<file path="config.mk">
export PLATFORM = sky130hd
export DESIGN_NAME = bfs_chart_path_finder_flat
export DESIGN_NICKNAME = d
export VERILOG_FILES = /design/src/rtl/bfscp_pkg.sv /design/src/rtl/bfscp_in_if.sv /design/src/rtl/bfscp_out_if.sv /design/src/rtl/bfs_chart_path_finder.sv /design/src/rtl/bfscp_datapath.sv /design/src/rtl/bfscp_ctrl.sv /design/src/flat_wrapper.sv
export SDC_FILE = /design/constraint.sdc
export NUM_CORES = 2
export LEC_CHECK = 0
export BUFFER_PORTS_ARGS = -buffer_cell sky130_fd_sc_hd__buf_2
export CAP_MARGIN = 20
export CORE_ASPECT_RATIO = 1.25
export CORE_MARGIN = 3
export CORE_UTILIZATION = 55
export CTS_CLUSTER_SIZE = 24
export DETAILED_ROUTE_END_ITERATION = 10
export PLACE_DENSITY = 0.74
export SLEW_MARGIN = 20
export SYNTH_ARGS = -nofsm -noshare
export SYNTH_HDL_FRONTEND = slang
export SYNTH_SLANG_ARGS = --single-unit
</file>
<file path="constraint.sdc">
create_clock -name clk -period 16.75 [get_ports clk]
set_clock_uncertainty 0.15 [all_clocks]
set_input_delay 1.675 -clock clk [delete_from_list [all_inputs] [get_ports clk]]
set_output_delay 1.675 -clock clk [all_outputs]
set_load 0.1 [all_outputs]
</file>
<file path="src/rtl/bfscp_pkg.sv">
// Shared constants and types of the chart path finder.
`timescale 1ns / 1ps

package bfscp_pkg;

  localparam int CHART_W        = 6;
  localparam int CNT_W          = 2;
  localparam int MAX_NEIGHBOURS = 3;
  localparam int MAX_CHARTS_DEF = 64;
  localparam int PRED_W         = CHART_W + 1;

  localparam logic MODE_LOAD  = 1'b0;
  localparam logic MODE_QUERY = 1'b1;

  typedef struct packed {
    logic [CNT_W-1:0]                           cnt;
    logic [MAX_NEIGHBOURS-1:0][CHART_W-1:0]     nbr;
  } row_t;

  typedef struct packed {
    logic load_row;
    logic take_query;
    logic q_init;
    logic pop_rd;
    logic pop_take;
    logic nbr_step;
    logic tr_start;
    logic tr_next;
    logic emit_path;
    logic emit_nf;
  } cmd_t;

  typedef struct packed {
    logic bad_query;
    logic q_empty;
    logic cur_is_src;
    logic nbr_done;
    logic pred_end;
    logic out_free;
  } sts_t;

endpackage

</file>
<file path="src/rtl/bfscp_in_if.sv">
// Request channel: adjacency loads and path queries.
`timescale 1ns / 1ps

interface bfscp_in_if;
  import bfscp_pkg::*;

  logic               valid;
  logic               ready;
  logic               mode;
  logic [CHART_W-1:0] row_chart;
  logic [CNT_W-1:0]   nbr_count;
  logic [CHART_W-1:0] nbr_first;
  logic [CHART_W-1:0] nbr_second;
  logic [CHART_W-1:0] nbr_third;
  logic [CHART_W-1:0] source_chart;
  logic [CHART_W-1:0] target_chart;

  modport source (
    output valid, mode, row_chart, nbr_count, nbr_first, nbr_second, nbr_third,
           source_chart, target_chart,
    input  ready
  );

  modport sink (
    input  valid, mode, row_chart, nbr_count, nbr_first, nbr_second, nbr_third,
           source_chart, target_chart,
    output ready
  );
endinterface

</file>
<file path="src/rtl/bfscp_out_if.sv">
// Result channel: path charts in order, source first.
`timescale 1ns / 1ps

interface bfscp_out_if;
  import bfscp_pkg::*;

  logic               valid;
  logic               ready;
  logic [CHART_W-1:0] path_chart;
  logic               found;
  logic               last;

  modport source (
    output valid, path_chart, found, last,
    input  ready
  );

  modport sink (
    input  valid, path_chart, found, last,
    output ready
  );
endinterface

</file>
<file path="src/rtl/bfs_chart_path_finder.sv">
// Top level of the breadth-first chart path finder.
//
//   channel  | dir | carries
//   ---------+-----+------------------------------------------------------
//   in_ch    | in  | mode, row_chart, nbr_count, nbr_first..third, source/target
//   out_ch   | out | path_chart, found, last
//
// A load is taken straight from idle. A query sets up the search queue, then for each
// dequeued chart reads its adjacency row and steps through its listed neighbors, then
// walks the predecessor table to emit the path; the sequencer is single-issue.
// Neighbor counts reset through per-row valid flops; no clearing pass.
// A stalled out_ch holds the path walk; in_ch is ready whenever the block is idle.
`timescale 1ns / 1ps

module bfs_chart_path_finder #(
  parameter int MAX_CHARTS = bfscp_pkg::MAX_CHARTS_DEF
) (
  input logic        clk,
  input logic        rst_n,
  bfscp_in_if.sink   in_ch,
  bfscp_out_if.source out_ch
);
  import bfscp_pkg::*;

  cmd_t cmd;
  sts_t sts;

  bfscp_ctrl u_ctrl (
    .clk      (clk),
    .rst_n    (rst_n),
    .in_valid (in_ch.valid),
    .in_mode  (in_ch.mode),
    .in_ready (in_ch.ready),
    .cmd      (cmd),
    .sts      (sts)
  );

  bfscp_datapath #(
    .MAX_CHARTS (MAX_CHARTS)
  ) u_datapath (
    .clk             (clk),
    .rst_n           (rst_n),
    .cmd             (cmd),
    .sts             (sts),
    .in_row_chart    (in_ch.row_chart),
    .in_nbr_count    (in_ch.nbr_count),
    .in_nbr_first    (in_ch.nbr_first),
    .in_nbr_second   (in_ch.nbr_second),
    .in_nbr_third    (in_ch.nbr_third),
    .in_source_chart (in_ch.source_chart),
    .in_target_chart (in_ch.target_chart),
    .out_ready       (out_ch.ready),
    .out_valid       (out_ch.valid),
    .out_path_chart  (out_ch.path_chart),
    .out_found       (out_ch.found),
    .out_last        (out_ch.last)
  );

endmodule

</file>
<file path="src/rtl/bfscp_datapath.sv">
// Adjacency table, search queue, predecessor table and result register.
`timescale 1ns / 1ps

module bfscp_datapath #(
  parameter int MAX_CHARTS = bfscp_pkg::MAX_CHARTS_DEF
) (
  input  logic                      clk,
  input  logic                      rst_n,
  input  bfscp_pkg::cmd_t           cmd,
  output bfscp_pkg::sts_t           sts,
  input  logic [bfscp_pkg::CHART_W-1:0] in_row_chart,
  input  logic [bfscp_pkg::CNT_W-1:0]   in_nbr_count,
  input  logic [bfscp_pkg::CHART_W-1:0] in_nbr_first,
  input  logic [bfscp_pkg::CHART_W-1:0] in_nbr_second,
  input  logic [bfscp_pkg::CHART_W-1:0] in_nbr_third,
  input  logic [bfscp_pkg::CHART_W-1:0] in_source_chart,
  input  logic [bfscp_pkg::CHART_W-1:0] in_target_chart,
  input  logic                      out_ready,
  output logic                      out_valid,
  output logic [bfscp_pkg::CHART_W-1:0] out_path_chart,
  output logic                      out_found,
  output logic                      out_last
);
  import bfscp_pkg::*;

  localparam int IDX_W = $clog2(MAX_CHARTS);
  localparam logic [CHART_W:0] LIMIT = (CHART_W + 1)'(MAX_CHARTS);

  row_t                 row_mem_r   [MAX_CHARTS];
  logic [CHART_W-1:0]   queue_mem_r [MAX_CHARTS];
  logic [PRED_W-1:0]    pred_mem_r  [MAX_CHARTS];

  logic [MAX_CHARTS-1:0] row_vld_r;
  logic [MAX_CHARTS-1:0] visited_r;
  logic [IDX_W:0]        head_r;
  logic [IDX_W:0]        tail_r;

  logic [CHART_W-1:0]   src_r;
  logic [CHART_W-1:0]   tgt_r;
  logic [CHART_W-1:0]   cur_r;
  logic [CHART_W-1:0]   qdata_r;
  row_t                 row_r;
  logic                 rdvld_r;
  logic [CNT_W-1:0]     k_r;
  logic [PRED_W-1:0]    pred_rd_r;

  logic                 out_valid_r;
  logic [CHART_W-1:0]   path_r;
  logic                 found_r;
  logic                 last_r;

  logic                 row_ok;
  logic [CNT_W-1:0]     cnt_eff;
  logic [CHART_W-1:0]   nb;
  logic                 nb_new;
  logic [IDX_W-1:0]     nb_idx;
  logic [IDX_W-1:0]     row_idx;
  logic [IDX_W-1:0]     tgt_idx;
  logic [IDX_W-1:0]     src_idx;
  logic [IDX_W-1:0]     qd_idx;
  logic [IDX_W-1:0]     pp_idx;
  row_t                 row_wr;

  assign row_idx = in_row_chart[IDX_W-1:0];
  assign tgt_idx = tgt_r[IDX_W-1:0];
  assign src_idx = src_r[IDX_W-1:0];
  assign qd_idx  = qdata_r[IDX_W-1:0];
  assign pp_idx  = pred_rd_r[IDX_W-1:0];
  assign row_ok  = ({1'b0, in_row_chart} < LIMIT);

  assign row_wr.cnt    = in_nbr_count;
  assign row_wr.nbr[0] = in_nbr_first;
  assign row_wr.nbr[1] = in_nbr_second;
  assign row_wr.nbr[2] = in_nbr_third;

  assign cnt_eff = rdvld_r ? row_r.cnt : '0;
  assign nb      = row_r.nbr[k_r];
  assign nb_idx  = nb[IDX_W-1:0];
  assign nb_new  = ({1'b0, nb} < LIMIT) && !visited_r[nb_idx];

  assign sts.bad_query  = !({1'b0, src_r} < LIMIT) || !({1'b0, tgt_r} < LIMIT);
  assign sts.q_empty    = (head_r == tail_r);
  assign sts.cur_is_src = (qdata_r == src_r);
  assign sts.nbr_done   = (k_r == cnt_eff);
  assign sts.pred_end   = pred_rd_r[CHART_W];
  assign sts.out_free   = !out_valid_r || out_ready;

  always_ff @(posedge clk) begin
    if (!rst_n) begin
      row_vld_r   <= '0;
      visited_r   <= '0;
      head_r      <= '0;
      tail_r      <= '0;
      out_valid_r <= 1'b0;
    end else begin
      if (cmd.load_row && row_ok) row_vld_r[row_idx] <= 1'b1;
      if (cmd.q_init) begin
        visited_r <= MAX_CHARTS'(1) << tgt_idx;
        head_r    <= '0;
        tail_r    <= (IDX_W + 1)'(1);
      end
      if (cmd.pop_take) head_r <= head_r + (IDX_W + 1)'(1);
      if (cmd.nbr_step && nb_new) begin
        visited_r[nb_idx] <= 1'b1;
        tail_r            <= tail_r + (IDX_W + 1)'(1);
      end
      if (cmd.emit_path || cmd.emit_nf) out_valid_r <= 1'b1;
      else if (out_ready)               out_valid_r <= 1'b0;
    end
  end

  always_ff @(posedge clk) begin
    if (cmd.load_row && row_ok) row_mem_r[row_idx] <= row_wr;

    if (cmd.q_init) begin
      queue_mem_r[0]      <= tgt_r;
      pred_mem_r[tgt_idx] <= {1'b1, {CHART_W{1'b0}}};
    end else if (cmd.nbr_step && nb_new) begin
      queue_mem_r[tail_r[IDX_W-1:0]] <= nb;
      pred_mem_r[nb_idx]             <= {1'b0, cur_r};
    end

    if (cmd.take_query) begin
      src_r <= in_source_chart;
      tgt_r <= in_target_chart;
    end
    if (cmd.pop_rd) qdata_r <= queue_mem_r[head_r[IDX_W-1:0]];
    if (cmd.pop_take) begin
      cur_r   <= qdata_r;
      row_r   <= row_mem_r[qd_idx];
      rdvld_r <= row_vld_r[qd_idx];
      k_r     <= '0;
    end
    if (cmd.nbr_step) k_r <= k_r + CNT_W'(1);
    if (cmd.tr_start) begin
      cur_r     <= src_r;
      pred_rd_r <= pred_mem_r[src_idx];
    end else if (cmd.tr_next) begin
      cur_r     <= pred_rd_r[CHART_W-1:0];
      pred_rd_r <= pred_mem_r[pp_idx];
    end

    if (cmd.emit_path) begin
      path_r  <= cur_r;
      found_r <= 1'b1;
      last_r  <= pred_rd_r[CHART_W];
    end else if (cmd.emit_nf) begin
      path_r  <= '0;
      found_r <= 1'b0;
      last_r  <= 1'b1;
    end
  end

  assign out_valid      = out_valid_r;
  assign out_path_chart = path_r;
  assign out_found      = found_r;
  assign out_last       = last_r;

endmodule

</file>
<file path="src/rtl/bfscp_ctrl.sv">
// Sequencer for loads, the breadth-first search and the path walk.
`timescale 1ns / 1ps

module bfscp_ctrl (
  input  logic            clk,
  input  logic            rst_n,
  input  logic            in_valid,
  input  logic            in_mode,
  output logic            in_ready,
  output bfscp_pkg::cmd_t cmd,
  input  bfscp_pkg::sts_t sts
);
  import bfscp_pkg::*;

  typedef enum logic [2:0] {
    S_IDLE,
    S_INIT,
    S_POP,
    S_POPW,
    S_NBR,
    S_TRW,
    S_NF
  } state_t;

  state_t state_r, state_nxt;

  always_comb begin
    cmd       = '0;
    state_nxt = state_r;
    case (state_r)
      S_IDLE: begin
        if (in_valid) begin
          if (in_mode == MODE_QUERY) begin
            cmd.take_query = 1'b1;
            state_nxt      = S_INIT;
          end else begin
            cmd.load_row = 1'b1;
          end
        end
      end
      S_INIT: begin
        if (sts.bad_query) begin
          state_nxt = S_NF;
        end else begin
          cmd.q_init = 1'b1;
          state_nxt  = S_POP;
        end
      end
      S_POP: begin
        if (sts.q_empty) begin
          state_nxt = S_NF;
        end else begin
          cmd.pop_rd = 1'b1;
          state_nxt  = S_POPW;
        end
      end
      S_POPW: begin
        if (sts.cur_is_src) begin
          cmd.tr_start = 1'b1;
          state_nxt    = S_TRW;
        end else begin
          cmd.pop_take = 1'b1;
          state_nxt    = S_NBR;
        end
      end
      S_NBR: begin
        if (sts.nbr_done) state_nxt = S_POP;
        else              cmd.nbr_step = 1'b1;
      end
      S_TRW: begin
        if (sts.out_free) begin
          cmd.emit_path = 1'b1;
          if (sts.pred_end) state_nxt = S_IDLE;
          else              cmd.tr_next = 1'b1;
        end
      end
      S_NF: begin
        if (sts.out_free) begin
          cmd.emit_nf = 1'b1;
          state_nxt   = S_IDLE;
        end
      end
      default: state_nxt = S_IDLE;
    endcase
  end

  always_ff @(posedge clk) begin
    if (!rst_n) begin
      state_r <= S_IDLE;
    end else begin
      state_r <= state_nxt;
    end
  end

  assign in_ready = (state_r == S_IDLE);

endmodule
</file>
<file path="src/flat_wrapper.sv">
// flat-port wrapper written by rule: the top's interface ports become plain ports
module bfs_chart_path_finder_flat import bfscp_pkg::*;
#(
  parameter int MAX_CHARTS = bfscp_pkg::MAX_CHARTS_DEF
)
  (clk, rst_n, in_ch_valid, in_ch_mode, in_ch_row_chart, in_ch_nbr_count, in_ch_nbr_first, in_ch_nbr_second, in_ch_nbr_third, in_ch_source_chart, in_ch_target_chart, in_ch_ready, out_ch_valid, out_ch_path_chart, out_ch_found, out_ch_last, out_ch_ready);
  bfscp_in_if in_ch_i ();
  bfscp_out_if out_ch_i ();
  input logic clk;
  input logic rst_n;
  input wire logic [$bits(in_ch_i.valid)-1:0] in_ch_valid;
  input wire logic [$bits(in_ch_i.mode)-1:0] in_ch_mode;
  input wire logic [$bits(in_ch_i.row_chart)-1:0] in_ch_row_chart;
  input wire logic [$bits(in_ch_i.nbr_count)-1:0] in_ch_nbr_count;
  input wire logic [$bits(in_ch_i.nbr_first)-1:0] in_ch_nbr_first;
  input wire logic [$bits(in_ch_i.nbr_second)-1:0] in_ch_nbr_second;
  input wire logic [$bits(in_ch_i.nbr_third)-1:0] in_ch_nbr_third;
  input wire logic [$bits(in_ch_i.source_chart)-1:0] in_ch_source_chart;
  input wire logic [$bits(in_ch_i.target_chart)-1:0] in_ch_target_chart;
  output wire logic [$bits(in_ch_i.ready)-1:0] in_ch_ready;
  output wire logic [$bits(out_ch_i.valid)-1:0] out_ch_valid;
  output wire logic [$bits(out_ch_i.path_chart)-1:0] out_ch_path_chart;
  output wire logic [$bits(out_ch_i.found)-1:0] out_ch_found;
  output wire logic [$bits(out_ch_i.last)-1:0] out_ch_last;
  input wire logic [$bits(out_ch_i.ready)-1:0] out_ch_ready;
  assign in_ch_i.valid = in_ch_valid;
  assign in_ch_i.mode = in_ch_mode;
  assign in_ch_i.row_chart = in_ch_row_chart;
  assign in_ch_i.nbr_count = in_ch_nbr_count;
  assign in_ch_i.nbr_first = in_ch_nbr_first;
  assign in_ch_i.nbr_second = in_ch_nbr_second;
  assign in_ch_i.nbr_third = in_ch_nbr_third;
  assign in_ch_i.source_chart = in_ch_source_chart;
  assign in_ch_i.target_chart = in_ch_target_chart;
  assign in_ch_ready = in_ch_i.ready;
  assign out_ch_valid = out_ch_i.valid;
  assign out_ch_path_chart = out_ch_i.path_chart;
  assign out_ch_found = out_ch_i.found;
  assign out_ch_last = out_ch_i.last;
  assign out_ch_i.ready = out_ch_ready;
  bfs_chart_path_finder #(.MAX_CHARTS(MAX_CHARTS)) u_core (.clk(clk), .rst_n(rst_n), .in_ch(in_ch_i), .out_ch(out_ch_i));
endmodule
</file>
==> run_results.csv <==
group,metric,value,unit
synthesis,yosysUniqueCellTypes,75,
floorplan,rows,169,
synthesis,syn-cell-area,94530,µm²
global_routing,grt_pass1_wl,346200,µm
synthesis,yosysWarnings,0,
power,power.leakage,31.90,nW
floorplan,start_util,0.5553,
clock_network,post_cts_buffers,0,
setup_path,required,17.08,ns
route,drtIter0Drc,5942,
global_routing,grt_pass1_vias,48636,
route,drc,0,
clock_network,cts_tree,"built",
sta,relSlewSlack,0.2082,
global_routing,grt_antenna_before_repair,14,
placed_design,place.gp.congestion,0.9613,
global_routing,grt_max_degree,93,
clock_network,root_buffer,"clkbuf_16",
setup_path,end_kind,"register",
placed_design,hpwl,141300,µm
clock_network,clock_path_buffers,3,
route,first_pass_iters,7,
synthesis,async_reset_ff_frac,0,
sta,rsz0062_at_grt,"no",
placed_design,post-place-ws,10.43,ns
finish,drive_gt1_frac,0.3161,
clock_network,cts_hold_buf,0,
synthesis,synth_top_area_share,0.6903,
sta,period_needed,6.389,ns
setup_path,arrival,6.72,ns
route,totalWireLength,239400,µm
setup_path,cp_cell_sequence,"mux2i_1 -> o21ai_2 -> nand2_1 -> a211oi_1 -> nor4_1 -> or4_4 -> nor2_4 -> inv_2 -> buf_4 -> or3_1 -> nor2_1",
floorplan,core,170200,µm²
power,p_total,12.25,mW
synthesis,synth_edf_count,2173,
power,ir_worst_vdd,0.0001085,V
setup_path,cpPeakStageDelay,0.87,ns
sta,setup_tns,0,ns
floorplan,ioPinCount,53,
floorplan,dieArea,176900,µm²
synthesis,syn_nets,4556,
clock_network,clk_latency,0.87,ns
sta,fmax,0.1565,GHz
floorplan,die_width,376.8,µm
finish,final_common_cell,"edfxtp_1",
sta,setup_viol,0,
synthesis,synth_area_leaders,"edfxtp_1 69%, mux4_2 21%, dfxtp_1 3.4%, nor2_1 1.3%, clkbuf_1 0.71%",
setup_path,cp_max_fo,70,
power,p_per_area,116.8,nW/µm²
sta,hold_violations,0,
setup_path,critPathLaunchType,"register",
finish,utilization,0.6163,
sta,worstMarginPinSlew,1.183,ns
clock_network,path_clk_slew,0.06,ns
finish,syn_to_final_growth,10.98,%
synthesis,seq_area_frac_synth,0.7240,
hold_path,hp-class,"reg -> reg",
route,antenna_left,0,
setup_path,cp_slowest_cell,"o21ai_2",
route,viasPerCell,6.785,
synthesis,synth_area_per_cell,20.96,µm²
setup_path,critical_path_class,"reg -> reg",
sta,fin_crit_sh,0.3815,
synthesis,synth_cells,4511,
clock_network,ctsResizeCount,0,
floorplan,fp.dieH,469.5,µm
clock_network,cts_sinks,2332,
synthesis,synth_top_area_cell,"edfxtp_1",
route,wl_per_cell,34.04,µm
global_routing,track_usage,0.2733,
synthesis,synth_seq_cells,2332,
clock_network,cts_inserted_buffers,209,
finish,fin_nets,4666,
finish,fill_cells,11226,
synthesis,ys.flop_type,"edfxtp_1",
job,cap_viol_max_count,0,
sta,setup_ws,10.36,ns
placed_design,port_buffers,52,
finish,final_cell_mix,"2173 x edfxtp_1, 861 x mux4_2, 253 x nor2_1",
outcome,status,"complete, no violations",
route,vias,47726,
sta,slew_violations,0,
global_routing,grt_overflow,0,
clock_network,cts_htree_levels,4,
[cell type report]
type                            instances  area [µm²]  share of cell area
Antenna cell                            8       20.02           0.0001908
Clock buffer                          269        5675             0.05410
Inverter                               24       92.59           0.0008826
Timing Repair Buffer                  189        1378             0.01313
Clock inverter                        124        1416             0.01350
Sequential cell                      2332       68460              0.6526
Tap cell                             2223        2781             0.02651
Multi-Input combinational cell       1865       25080              0.2391
[cells in the mapped netlist, types with 5 or more instances]
cell	number
and2_1	17
mux2_2	26
a21oi_1	97
edfxtp_1	2173
or3_1	16
a22oi_1	44
nor2_2	10
buf_2	22
nor3_1	22
xor2_1	7
a32oi_1	10
mux2i_1	21
a31oi_1	17
buf_6	5
clkbuf_1	179
nand3_1	90
o21a_1	5
dfxtp_1	159
nand2_1	126
o21ai_0	29
xnor2_1	9
nand3b_1	5
nand4_1	6
buf_1	81
mux4_2	861
o211ai_1	6
nor2b_1	13
o22ai_1	16
nand2b_1	8
o221ai_1	6
and3_1	12
nor2_1	318
o31a_1	6
inv_1	21
[metal layers]
layer	wire length [µm]	part of all wire	vias up	track usage
li1	-	-	19223	-
met1	83290	0.35	25211	0.3477
met2	121600	0.51	2668	0.4517
met3	21150	0.088	612	0.05666
met4	13260	0.055	12	0.1344
met5	91	0.00038	-	0
[worst max-delay path, delay by kind of cell, from the launching register on]
kind / cells / cell delay (ns)
AO/OA/AOI/OAI: 2 / 1.19
buffers and inverters: 2 / 0.74
flip-flops: 1 / 0.83
multiplexers: 1 / 0.23
AND/OR/NAND/NOR: 6 / 2.85
[path summary, 6_finish.rpt]
kind                                                start                                       endpoint  slack (ns)  cells after the start
max                u_core.u_datapath.k_r[1]$_SDFFCE_PN0P_  u_core.u_datapath.queue_mem_r[5][2]$_DFFE_PP_       10.36                     11
min          u_core.u_datapath.row_vld_r[26]$_SDFFE_PN0P_   u_core.u_datapath.row_vld_r[26]$_SDFFE_PN0P_        0.32                      2
max reg2reg        u_core.u_datapath.k_r[1]$_SDFFCE_PN0P_  u_core.u_datapath.queue_mem_r[5][2]$_DFFE_PP_       10.36                     11
min reg2reg  u_core.u_datapath.row_vld_r[26]$_SDFFE_PN0P_   u_core.u_datapath.row_vld_r[26]$_SDFFE_PN0P_        0.32                      2
[through the flow]
stage	cell area, µm²	hold WS (ns)	std cells
floorplan	94530	0.2819	4511
global placement	97730	0.2936	6632
detailed placement	97730	0.3040	6632
CTS	104800	0.3213	7025
global route	104900	0.3412	7028
finish	104900	0.3220	7034
[kinds of logic (layout without fill, tap and decap cells)]
kind of cell / count (synthesis) / in the layout / share of synthesized area
mux: 910 / 910 / 0.2108
fa+ha+maj: 2 / 2 / 0.0002647
other cells: 0 / 8 / 0
flops: 2332 / 2332 / 0.7240
simple gates: 663 / 663 / 0.03126
xor+xnor: 16 / 16 / 0.001482
compound gates: 274 / 274 / 0.01883
buf+inv: 314 / 606 / 0.01335
[report_power, final]
part | total (mW) | switching (mW) | internal (mW)
sequential | 6.51 | 0.0540 | 6.45
combinational | 0.841 | 0.550 | 0.291
clock | 4.90 | 2.15 | 2.75
[sequential cells by signal (all words and copies together) (netlist names), 2 cells and up, named ones only]
name / count
u_core.u_datapath.k_r: 2
u_core.u_datapath.visited_r: 64
u_core.u_datapath.cur_r: 6
u_core.u_datapath.row_mem_r: 1280
u_core.u_datapath.src_idx: 6
u_core.u_datapath.row_vld_r: 64
u_core.u_datapath.tail_r: 7
u_core.u_ctrl.state_r: 3
u_core.u_datapath.out_path_chart: 6
u_core.u_datapath.tgt_idx: 6
u_core.u_datapath.row_r: 20
u_core.u_datapath.pred_mem_r: 448
u_core.u_datapath.qd_idx: 6
u_core.u_datapath.pred_rd_r: 7
u_core.u_datapath.queue_mem_r: 384
u_core.u_datapath.head_r: 7
Note: power is estimated with default switching activity, not from simulation.
